`src/sv/lsp2c_pkg.sv`:
```
// ----------------------------------------------------------------------------
// lsp2c_pkg
// Shared constants, types and the arctangent step table of the lidar scan
// polar-to-Cartesian converter.
// ----------------------------------------------------------------------------
package lsp2c_pkg;

  localparam int ROTATION_STEPS = 16;
  localparam int MAX_SAMPLES    = 4096;
  localparam int TABLE_LEN      = 24;
  localparam int ROT_STEPS      = (ROTATION_STEPS < TABLE_LEN) ? ROTATION_STEPS : TABLE_LEN;
  localparam int STEP_W         = (ROT_STEPS > 1) ? $clog2(ROT_STEPS) : 1;

  localparam int IDX_W   = 12;
  localparam int WIN_W   = 13;
  localparam int ANG_W   = 32;
  localparam int RANGE_W = 16;
  localparam int POS_W   = 17;
  localparam int XY_W    = 20;
  localparam int Z_W     = 33;
  localparam int ADDR_W  = 5;
  localparam int DATA_W  = 32;

  localparam logic [RANGE_W-1:0] INV_GAIN = 16'd39797;

  localparam logic [2:0] REG_ANGLE_START = 3'd0;
  localparam logic [2:0] REG_ANGLE_STEP  = 3'd1;
  localparam logic [2:0] REG_LEFT_BEGIN  = 3'd2;
  localparam logic [2:0] REG_LEFT_END    = 3'd3;
  localparam logic [2:0] REG_RIGHT_BEGIN = 3'd4;
  localparam logic [2:0] REG_RIGHT_END   = 3'd5;

  typedef struct packed {
    logic [ANG_W-1:0] angle_start;
    logic [ANG_W-1:0] angle_step;
    logic [WIN_W-1:0] left_begin;
    logic [WIN_W-1:0] left_end;
    logic [WIN_W-1:0] right_begin;
    logic [WIN_W-1:0] right_end;
  } cfg_t;

  typedef struct packed {
    logic              load_in;
    logic              mul;
    logic              prep;
    logic              rot;
    logic [STEP_W-1:0] step;
    logic              load_out;
  } cmd_t;

  typedef struct packed {
    logic hit;
  } sts_t;

  function automatic logic [29:0] atan_step(input logic [4:0] i);
    logic [29:0] v;
    case (i)
      5'd0:    v = 30'd536870912;
      5'd1:    v = 30'd316933406;
      5'd2:    v = 30'd167458907;
      5'd3:    v = 30'd85004756;
      5'd4:    v = 30'd42667331;
      5'd5:    v = 30'd21354465;
      5'd6:    v = 30'd10679838;
      5'd7:    v = 30'd5340245;
      5'd8:    v = 30'd2670163;
      5'd9:    v = 30'd1335087;
      5'd10:   v = 30'd667544;
      5'd11:   v = 30'd333772;
      5'd12:   v = 30'd166886;
      5'd13:   v = 30'd83443;
      5'd14:   v = 30'd41722;
      5'd15:   v = 30'd20861;
      5'd16:   v = 30'd10430;
      5'd17:   v = 30'd5215;
      5'd18:   v = 30'd2608;
      5'd19:   v = 30'd1304;
      5'd20:   v = 30'd652;
      5'd21:   v = 30'd326;
      5'd22:   v = 30'd163;
      5'd23:   v = 30'd81;
      default: v = 30'd0;
    endcase
    return v;
  endfunction

endpackage

```
`src/sv/lidar_scan_polar_to_cartesian_core.sv`:
```
// ----------------------------------------------------------------------------
// lidar_scan_polar_to_cartesian_core
// Converts lidar range samples inside two index windows into x/y points.
//
//   channel  dir  handshake             payload
//   in       in   in_valid_i/in_stall_o range_value_i, scan_last_i
//   out      out  out_valid_o/out_stall_i x_pos_o, y_pos_o, beam_index_o
//   cfg      in   APB psel/penable      paddr, pwdata, prdata
//
// A sample outside both windows leaves after the multiply and window test; a
// sample inside also runs ROT_STEPS steps through one shared CORDIC stage.
// One request is in flight at a time; a finished point waits in the output
// register while the next request is accepted and worked on.
// Reset clears the sample counter, state machine and output valid.
// ----------------------------------------------------------------------------
module lidar_scan_polar_to_cartesian_core (
  input  logic                                clk_i,
  input  logic                                rst_ni,
  input  logic                                in_valid_i,
  output logic                                in_stall_o,
  input  logic [lsp2c_pkg::RANGE_W-1:0]       range_value_i,
  input  logic                                scan_last_i,
  output logic                                out_valid_o,
  input  logic                                out_stall_i,
  output logic signed [lsp2c_pkg::POS_W-1:0]  x_pos_o,
  output logic signed [lsp2c_pkg::POS_W-1:0]  y_pos_o,
  output logic [lsp2c_pkg::IDX_W-1:0]         beam_index_o,
  input  logic                                psel,
  input  logic                                penable,
  input  logic                                pwrite,
  input  logic [lsp2c_pkg::ADDR_W-1:0]        paddr,
  input  logic [lsp2c_pkg::DATA_W-1:0]        pwdata,
  output logic [lsp2c_pkg::DATA_W-1:0]        prdata,
  output logic                                pready
);

  lsp2c_pkg::cfg_t cfg;
  lsp2c_pkg::cmd_t cmd;
  lsp2c_pkg::sts_t sts;

  lsp2c_cfg u_cfg (
    .clk_i   (clk_i),
    .rst_ni  (rst_ni),
    .psel    (psel),
    .penable (penable),
    .pwrite  (pwrite),
    .paddr   (paddr),
    .pwdata  (pwdata),
    .prdata  (prdata),
    .pready  (pready),
    .cfg_o   (cfg)
  );

  lsp2c_ctrl u_ctrl (
    .clk_i       (clk_i),
    .rst_ni      (rst_ni),
    .in_valid_i  (in_valid_i),
    .in_stall_o  (in_stall_o),
    .out_valid_o (out_valid_o),
    .out_stall_i (out_stall_i),
    .sts_i       (sts),
    .cmd_o       (cmd)
  );

  lsp2c_dp u_dp (
    .clk_i         (clk_i),
    .rst_ni        (rst_ni),
    .cfg_i         (cfg),
    .cmd_i         (cmd),
    .sts_o         (sts),
    .range_value_i (range_value_i),
    .scan_last_i   (scan_last_i),
    .x_pos_o       (x_pos_o),
    .y_pos_o       (y_pos_o),
    .beam_index_o  (beam_index_o)
  );

endmodule

```
`src/sv/lsp2c_cfg.sv`:
```
// ----------------------------------------------------------------------------
// lsp2c_cfg
// APB-style register file holding the angle and window settings.
// ----------------------------------------------------------------------------
module lsp2c_cfg (
  input  logic                         clk_i,
  input  logic                         rst_ni,
  input  logic                         psel,
  input  logic                         penable,
  input  logic                         pwrite,
  input  logic [lsp2c_pkg::ADDR_W-1:0] paddr,
  input  logic [lsp2c_pkg::DATA_W-1:0] pwdata,
  output logic [lsp2c_pkg::DATA_W-1:0] prdata,
  output logic                         pready,
  output lsp2c_pkg::cfg_t              cfg_o
);

  lsp2c_pkg::cfg_t cfg_q, cfg_d;
  logic [2:0]      reg_sel;
  logic            wr_en;

  assign reg_sel = paddr[lsp2c_pkg::ADDR_W-1:2];
  assign wr_en   = psel && penable && pwrite;
  assign pready  = 1'b1;
  assign cfg_o   = cfg_q;

  always_comb begin
    cfg_d = cfg_q;
    if (wr_en) begin
      case (reg_sel)
        lsp2c_pkg::REG_ANGLE_START: cfg_d.angle_start = pwdata;
        lsp2c_pkg::REG_ANGLE_STEP:  cfg_d.angle_step  = pwdata;
        lsp2c_pkg::REG_LEFT_BEGIN:  cfg_d.left_begin  = pwdata[lsp2c_pkg::WIN_W-1:0];
        lsp2c_pkg::REG_LEFT_END:    cfg_d.left_end    = pwdata[lsp2c_pkg::WIN_W-1:0];
        lsp2c_pkg::REG_RIGHT_BEGIN: cfg_d.right_begin = pwdata[lsp2c_pkg::WIN_W-1:0];
        lsp2c_pkg::REG_RIGHT_END:   cfg_d.right_end   = pwdata[lsp2c_pkg::WIN_W-1:0];
        default: ;
      endcase
    end
  end

  always_comb begin
    case (reg_sel)
      lsp2c_pkg::REG_ANGLE_START: prdata = cfg_q.angle_start;
      lsp2c_pkg::REG_ANGLE_STEP:  prdata = cfg_q.angle_step;
      lsp2c_pkg::REG_LEFT_BEGIN:  prdata = 32'(cfg_q.left_begin);
      lsp2c_pkg::REG_LEFT_END:    prdata = 32'(cfg_q.left_end);
      lsp2c_pkg::REG_RIGHT_BEGIN: prdata = 32'(cfg_q.right_begin);
      lsp2c_pkg::REG_RIGHT_END:   prdata = 32'(cfg_q.right_end);
      default:                    prdata = '0;
    endcase
  end

  always_ff @(posedge clk_i or negedge rst_ni) begin
    if (!rst_ni) begin
      cfg_q.angle_start <= 32'd2147483648;
      cfg_q.angle_step  <= 32'd8388608;
      cfg_q.left_begin  <= 13'd0;
      cfg_q.left_end    <= 13'd127;
      cfg_q.right_begin <= 13'd378;
      cfg_q.right_end   <= 13'd505;
    end else begin
      cfg_q <= cfg_d;
    end
  end

endmodule

```
`src/sv/lsp2c_ctrl.sv`:
```
// ----------------------------------------------------------------------------
// lsp2c_ctrl
// Sequencer: request intake, multiply, CORDIC setup, rotation steps and
// hand-off to the output register.
// ----------------------------------------------------------------------------
module lsp2c_ctrl (
  input  logic            clk_i,
  input  logic            rst_ni,
  input  logic            in_valid_i,
  output logic            in_stall_o,
  output logic            out_valid_o,
  input  logic            out_stall_i,
  input  lsp2c_pkg::sts_t sts_i,
  output lsp2c_pkg::cmd_t cmd_o
);

  localparam logic [2:0] S_IDLE = 3'd0;
  localparam logic [2:0] S_MUL  = 3'd1;
  localparam logic [2:0] S_PREP = 3'd2;
  localparam logic [2:0] S_ROT  = 3'd3;
  localparam logic [2:0] S_OUT  = 3'd4;

  logic [2:0]                   state_q, state_d;
  logic [lsp2c_pkg::STEP_W-1:0] step_q, step_d;
  logic                         out_valid_q, out_valid_d;

  assign in_stall_o  = (state_q != S_IDLE);
  assign out_valid_o = out_valid_q;

  always_comb begin
    state_d     = state_q;
    step_d      = step_q;
    out_valid_d = out_valid_q;
    cmd_o       = '0;
    if (out_valid_q && !out_stall_i) begin
      out_valid_d = 1'b0;
    end
    case (state_q)
      S_IDLE: begin
        if (in_valid_i) begin
          cmd_o.load_in = 1'b1;
          state_d       = S_MUL;
        end
      end
      S_MUL: begin
        cmd_o.mul = 1'b1;
        state_d   = S_PREP;
      end
      S_PREP: begin
        if (sts_i.hit) begin
          cmd_o.prep = 1'b1;
          step_d     = '0;
          state_d    = S_ROT;
        end else begin
          state_d = S_IDLE;
        end
      end
      S_ROT: begin
        cmd_o.rot  = 1'b1;
        cmd_o.step = step_q;
        if (step_q == lsp2c_pkg::STEP_W'(lsp2c_pkg::ROT_STEPS - 1)) begin
          state_d = S_OUT;
        end else begin
          step_d = step_q + 1'b1;
        end
      end
      S_OUT: begin
        if (!out_valid_q || !out_stall_i) begin
          cmd_o.load_out = 1'b1;
          out_valid_d    = 1'b1;
          state_d        = S_IDLE;
        end
      end
      default: state_d = S_IDLE;
    endcase
  end

  always_ff @(posedge clk_i or negedge rst_ni) begin
    if (!rst_ni) begin
      state_q     <= S_IDLE;
      step_q      <= '0;
      out_valid_q <= 1'b0;
    end else begin
      state_q     <= state_d;
      step_q      <= step_d;
      out_valid_q <= out_valid_d;
    end
  end

endmodule

```
`src/sv/lsp2c_dp.sv`:
```
// ----------------------------------------------------------------------------
// lsp2c_dp
// Datapath: sample counter, beam angle, window test, gain-corrected
// CORDIC rotation and the result register.
// ----------------------------------------------------------------------------
module lsp2c_dp (
  input  logic                          clk_i,
  input  logic                          rst_ni,
  input  lsp2c_pkg::cfg_t               cfg_i,
  input  lsp2c_pkg::cmd_t               cmd_i,
  output lsp2c_pkg::sts_t               sts_o,
  input  logic [lsp2c_pkg::RANGE_W-1:0] range_value_i,
  input  logic                          scan_last_i,
  output logic signed [lsp2c_pkg::POS_W-1:0] x_pos_o,
  output logic signed [lsp2c_pkg::POS_W-1:0] y_pos_o,
  output logic [lsp2c_pkg::IDX_W-1:0]   beam_index_o
);

  logic [lsp2c_pkg::IDX_W-1:0]   count_q;
  logic [lsp2c_pkg::IDX_W:0]     count_inc;
  logic [lsp2c_pkg::IDX_W-1:0]   idx_q;
  logic [lsp2c_pkg::RANGE_W-1:0] range_q;
  logic [lsp2c_pkg::ANG_W-1:0]   aprod_q;
  logic [2*lsp2c_pkg::RANGE_W-1:0] rprod_q;
  logic                          hit_q;
  logic [lsp2c_pkg::WIN_W-1:0]   idx_w;
  logic                          hit_d;

  logic [lsp2c_pkg::ANG_W-1:0]   angle;
  logic                          fold;
  logic [lsp2c_pkg::ANG_W-1:0]   angle_f;
  logic [2*lsp2c_pkg::RANGE_W+1:0] rnd;
  logic signed [lsp2c_pkg::XY_W-1:0] x_init;

  logic signed [lsp2c_pkg::XY_W-1:0] x_q, y_q;
  logic signed [lsp2c_pkg::Z_W-1:0]  z_q;
  logic signed [lsp2c_pkg::XY_W-1:0] dx, dy;
  logic signed [lsp2c_pkg::Z_W-1:0]  at;

  logic signed [lsp2c_pkg::POS_W-1:0] x_pos_q, y_pos_q;
  logic [lsp2c_pkg::IDX_W-1:0]        beam_index_q;

  function automatic logic [lsp2c_pkg::POS_W-1:0] finish(
    input logic signed [lsp2c_pkg::XY_W-1:0] v
  );
    logic signed [lsp2c_pkg::XY_W-1:0] r;
    logic [lsp2c_pkg::POS_W-1:0]       o;
    r = (v + 20'sd1) >>> 1;
    if (r > 20'sd65535) begin
      o = 17'h0FFFF;
    end else if (r < -20'sd65536) begin
      o = 17'h10000;
    end else begin
      o = r[lsp2c_pkg::POS_W-1:0];
    end
    return o;
  endfunction

  assign sts_o.hit    = hit_q;
  assign x_pos_o      = x_pos_q;
  assign y_pos_o      = y_pos_q;
  assign beam_index_o = beam_index_q;

  assign count_inc = {1'b0, count_q} + 1'b1;
  assign idx_w     = {1'b0, idx_q};
  assign hit_d     = (idx_w >= cfg_i.left_begin  && idx_w < cfg_i.left_end) ||
                     (idx_w >= cfg_i.right_begin && idx_w < cfg_i.right_end);

  // angle fold into [-1/4, 1/4) turn, x negated on a half-turn fold
  assign angle   = cfg_i.angle_start + aprod_q;
  assign fold    = angle[31] ^ angle[30];
  assign angle_f = {angle[31] ^ fold, angle[30:0]};
  assign rnd     = {1'b0, rprod_q, 1'b0} + 34'd32768;
  assign x_init  = $signed({3'b000, rnd[32:16]});

  assign dx = y_q >>> cmd_i.step;
  assign dy = x_q >>> cmd_i.step;
  assign at = $signed({3'b000, lsp2c_pkg::atan_step(5'(cmd_i.step))});

  always_ff @(posedge clk_i or negedge rst_ni) begin
    if (!rst_ni) begin
      count_q <= '0;
    end else if (cmd_i.load_in) begin
      if (scan_last_i || count_inc >= 13'(lsp2c_pkg::MAX_SAMPLES)) begin
        count_q <= '0;
      end else begin
        count_q <= count_inc[lsp2c_pkg::IDX_W-1:0];
      end
    end
  end

  always_ff @(posedge clk_i) begin
    if (cmd_i.load_in) begin
      idx_q   <= count_q;
      range_q <= range_value_i;
    end
    if (cmd_i.mul) begin
      aprod_q <= 32'(idx_q * cfg_i.angle_step);
      rprod_q <= range_q * lsp2c_pkg::INV_GAIN;
      hit_q   <= hit_d;
    end
    if (cmd_i.prep) begin
      x_q <= fold ? -x_init : x_init;
      y_q <= '0;
      z_q <= $signed({angle_f[31], angle_f});
    end else if (cmd_i.rot) begin
      if (!z_q[lsp2c_pkg::Z_W-1]) begin
        x_q <= x_q - dx;
        y_q <= y_q + dy;
        z_q <= z_q - at;
      end else begin
        x_q <= x_q + dx;
        y_q <= y_q - dy;
        z_q <= z_q + at;
      end
    end
    if (cmd_i.load_out) begin
      x_pos_q      <= finish(x_q);
      y_pos_q      <= finish(y_q);
      beam_index_q <= idx_q;
    end
  end

endmodule

```
`config.mk`:
```
export PLATFORM = sky130hd
export DESIGN_NAME = lidar_scan_polar_to_cartesian_core
export DESIGN_NICKNAME = d
export VERILOG_FILES = /design/src/sv/lsp2c_pkg.sv /design/src/sv/lidar_scan_polar_to_cartesian_core.sv /design/src/sv/lsp2c_cfg.sv /design/src/sv/lsp2c_ctrl.sv /design/src/sv/lsp2c_dp.sv
export SDC_FILE = /design/constraint.sdc
export NUM_CORES = 2
export LEC_CHECK = 0
export ABC_CLOCK_PERIOD_IN_PS = 5800
export BUFFER_PORTS_ARGS = -buffer_cell sky130_fd_sc_hd__buf_4
export CAP_MARGIN = 10
export CORE_UTILIZATION = 40
export CTS_CLUSTER_DIAMETER = 150
export CTS_CLUSTER_SIZE = 25
export DETAILED_ROUTE_END_ITERATION = 7
export GPL_TIMING_DRIVEN = 0
export HOLD_SLACK_MARGIN = 0.08
export RECOVER_POWER = 100
export SYNTH_ARGS = -nofsm -noshare
export SYNTH_HDL_FRONTEND = slang
export SYNTH_SLANG_ARGS = --single-unit
```
`constraint.sdc`:
```
create_clock -name clk_i -period 5.8 [get_ports clk_i]
set_input_delay 0.29 -clock clk_i [delete_from_list [all_inputs] [get_ports clk_i]]
set_output_delay 0.29 -clock clk_i [all_outputs]
set_load 0.01 [all_outputs]
```
==> run summary <==
HP Class = input pin to flip-flop
initial antenna violation count = 1
reg-to-reg slack, setup = -310 ps
first-pass GRT wire length = 169,000 µm
RSZ-0062 raised after global routing = true
ant diodes = 0
failing checks = capacitance limit, slew limit, setup timing
hold worst-path end = u_cfg.cfg_o[28]$_DFFE_PN1P_
asr flop ratio synth = 0.407
Final WS setup = -309 ps
Max Clock Freq = 164 MHz
met2 wire length = 48,800 µm
Hold Worst Slack = 368 ps
Initial Util = 0.405
vias per cell = 5.35
Final Cycle Share = 1.05
Max Clock Skew = 38.5 ps
DP HPWL = 83,700 µm
Max Slew Vio Count = 247
YS warnings = 0
prevailing post-synth register cell = edfxtp_1
GRT Overall Usage = 0.229
r2r startpoint = u_dp.idx_q[9]$_DFFE_PP_
Setup CP Type = flip-flop to flip-flop
synthesized cell area = 0.0372 mm²
Final ANT Viol Nets = 0
Clock Path Buffers = 3
Syn-to-layout area delta = 14.5%
Final min period = 6110 ps
Avg WL per Cell = 19.5 µm
# DRC = 0
Syn Area/Cell = 9.30 µm²
IO Pins = 142
synth unique cells = 92
Final Hold Vio Count = 0
CTS Sinks = 334
final net count = 5,058
routed vias = 29,800
Core ar. = 0.0919 mm²
Metal-1 WL = 49,100 µm
PortBufs = 137
EDFF count, synth = 178
arrival time worst endpoint = 6430 ps
top routing layer in use = met4
Worst Tran Pin Value = 3480 ps
clk_lat worst skew = 590 ps
Max Cap Viol = 7
share of layout cells above drive strength 1 = 0.126
hold_sp = penable
sequential share of the synthesized area = 0.246
Placement Setup Slack = -1250 ps
Chip Height = 307 µm
DIE WIDTH = 307 µm
first-pass iteration count of the detailed router = 6
data required time of the critical path = 6120 ps
Setup-failing EPs final = 17
status = finished, violations left
Iter 0 DRT Violations = 2,170
Synthesized Nets = 4,742
CP Capture Type = flip-flop
element type at the critical path start = flip-flop
routed wire length = 109,000 µm
H-tree Lvls = 1
gpl congestion = 0.962
slew margin rel. = -1.32
WHS Path Cells = 5
largest net degree at the start of global routing = 80
Reg2Reg Capture Point = u_dp.aprod_q[30]$_DFFE_PP_
row count = 111
met3 wire len = 7060 µm
flops & latches, synth = 334
Worst Reg2Reg Path Length in Cells = 23
Num CTS Buffers = 19
vias in the first global route = 29,400
Setup TNS Final = -1950 ps
total congestion overflow = 0
die area = 0.0943 mm²
Final Non-Filler Cells = 5,576
Placed Cells = 5,393
Worst Path Max Fanout = 6
cells after synthesis = 4,004
CTS tree = yes
clock transition at the registers of the reported paths = 110 ps
CTS root buf = clkbuf_16
## critical path: stages (launching register included)
cell and delay (ps):
edfxtp_1 400, buf_12 150, clkbuf_1 590, and2_0 290
ha_1 270, ha_1 280, inv_1 50, fa_1 560
inv_2 40, fa_1 470, inv_1 50, fa_1 490
inv_2 40, ha_4 150, or3_4 350, o221a_4 270
o31ai_4 210, a21oi_2 100, and4_4 210, o2111ai_4 210
a31oi_4 140, a211o_1 290, a21oi_2 140, xnor2_1 90
## per-layer routing
| metal | up-vias | track usage |
|---|---|---|
| met1 | 14700 | 0.317 |
| met2 | 832 | 0.368 |
| met3 | 174 | 0.0347 |
| met4 | 0 | 0.0702 |
| li1 | 14100 | - |
| met5 | - | 0 |
## repair_timing
action	in CTS	in global routing
setup buffers	70	34
hold buffers	51	0
endpoints found under the setup margin	58	44
gates resized for setup	123	209
hold endpoints to repair	190	0
gates cloned	0	3
pin swaps	49	74
## layout by cell type (no fill, tap or decap), types with 24 or more instances in the layout
cell / Yosys / routed
a211oi_1: 36 / 32
a21o_1: 86 / 86
a21oi_1: 201 / 182
a22o_1: 27 / 27
a31oi_1: 32 / 31
and2_1: 114 / 107
and3_1: 32 / 32
buf_4: 6 / 121
clkbuf_1: 137 / 181
clkbuf_4: 0 / 38
dfrtp_1: 114 / 104
dlygate4sd3_1: 0 / 51
edfxtp_1: 178 / 178
fa_1: 345 / 333
ha_1: 332 / 310
inv_1: 539 / 515
inv_2: 0 / 24
mux2_2: 83 / 81
mux2i_1: 81 / 76
nand2_1: 446 / 435
nand2b_1: 28 / 28
nand3_1: 57 / 57
nor2_1: 187 / 184
nor2b_1: 35 / 33
nor3_1: 34 / 30
o21ai_0: 226 / 218
o22ai_1: 29 / 28
xnor2_1: 152 / 149
xor2_1: 116 / 115
## metrics by stage
stage                     area, µm²  utilization
after floorplan               37400            -
after global placement        39900        0.434
after detailed placement      40100        0.436
after CTS                     42300        0.460
after global routing          42600        0.464
final                         42600        0.464
## how the worst max path moves through the flow
stage	slack, ps	cells past startpoint	to	startpoint
3_3_place_gp	-1250	2	u_dp.aprod_q[29]$_DFFE_PP_	u_ctrl.state_q[0]$_DFFE_PN0P_
2_1_floorplan	-30	22	u_dp.aprod_q[30]$_DFFE_PP_	u_dp.idx_q[3]$_DFFE_PP_
6_report	-310	23	u_dp.aprod_q[30]$_DFFE_PP_	u_dp.idx_q[9]$_DFFE_PP_
5_1_grt	-480	22	u_dp.rprod_q[27]$_DFFE_PP_	u_dp.range_q[8]$_DFFE_PP_
4_1_cts	-310	22	u_dp.rprod_q[27]$_DFFE_PP_	u_dp.range_q[8]$_DFFE_PP_
3_5_place_dp	-1250	20	u_dp.aprod_q[31]$_DFFE_PP_	u_dp.idx_q[9]$_DFFE_PP_
## flip-flops by register name, summed over array words and instances (netlist names)
signal	cells
u_dp.idx_q	12
u_ctrl.state_q	3
u_dp.beam_index_o	12
u_dp.aprod_q	32
u_dp.y_q	20
u_dp.range_q	16
u_dp.sts_o	1
u_dp.z_q	33
u_ctrl.out_valid_o	1
u_dp.count_q	12
u_dp.y_pos_o	17
u_dp.x_q	20
u_dp.x_pos_o	17
u_cfg.cfg_o	116
u_ctrl.step_q	4
u_dp.rprod_q	18
## area by class of cell
class	instances	area, µm²
clock inverter	7	92.6
inverter	540	2030
buffer	163	975
fill	9000	49300
tap	1243	1560
sequential	334	9190
multi-input combinational	2959	26000
clock buffer	27	505
timing repair buffer	303	2260
## cells by family after synthesis
logic type / count (synthesis) / synth area share
AOI/OAI and AO/OA: 818 / 0.140
xor gates and xnor gates: 269 / 0.0636
adders and majority gates: 678 / 0.297
buffers and inverters: 711 / 0.0733
DFF: 334 / 0.246
muxes: 169 / 0.0497
other: 1 / 0.000101
and+or+nand+nor: 1024 / 0.129
## Yosys cell counts (35+ instances only)
cell type | instances | share of area
a211oi_1 | 36 | 0.0073
a21o_1 | 86 | 0.017
a21oi_1 | 201 | 0.027
and2_1 | 114 | 0.019
clkbuf_1 | 137 | 0.014
dfrtp_1 | 114 | 0.077
edfxtp_1 | 178 | 0.14
fa_1 | 345 | 0.19
ha_1 | 332 | 0.11
inv_1 | 539 | 0.054
mux2_2 | 83 | 0.025
mux2i_1 | 81 | 0.022
nand2_1 | 446 | 0.045
nand3_1 | 57 | 0.0077
nor2_1 | 187 | 0.019
nor2b_1 | 35 | 0.0059
o21ai_0 | 226 | 0.030
xnor2_1 | 152 | 0.036
xor2_1 | 116 | 0.027
Power is not shown: default switching activity piles up to over one toggle a cycle in this logic, so the estimate is an artifact.
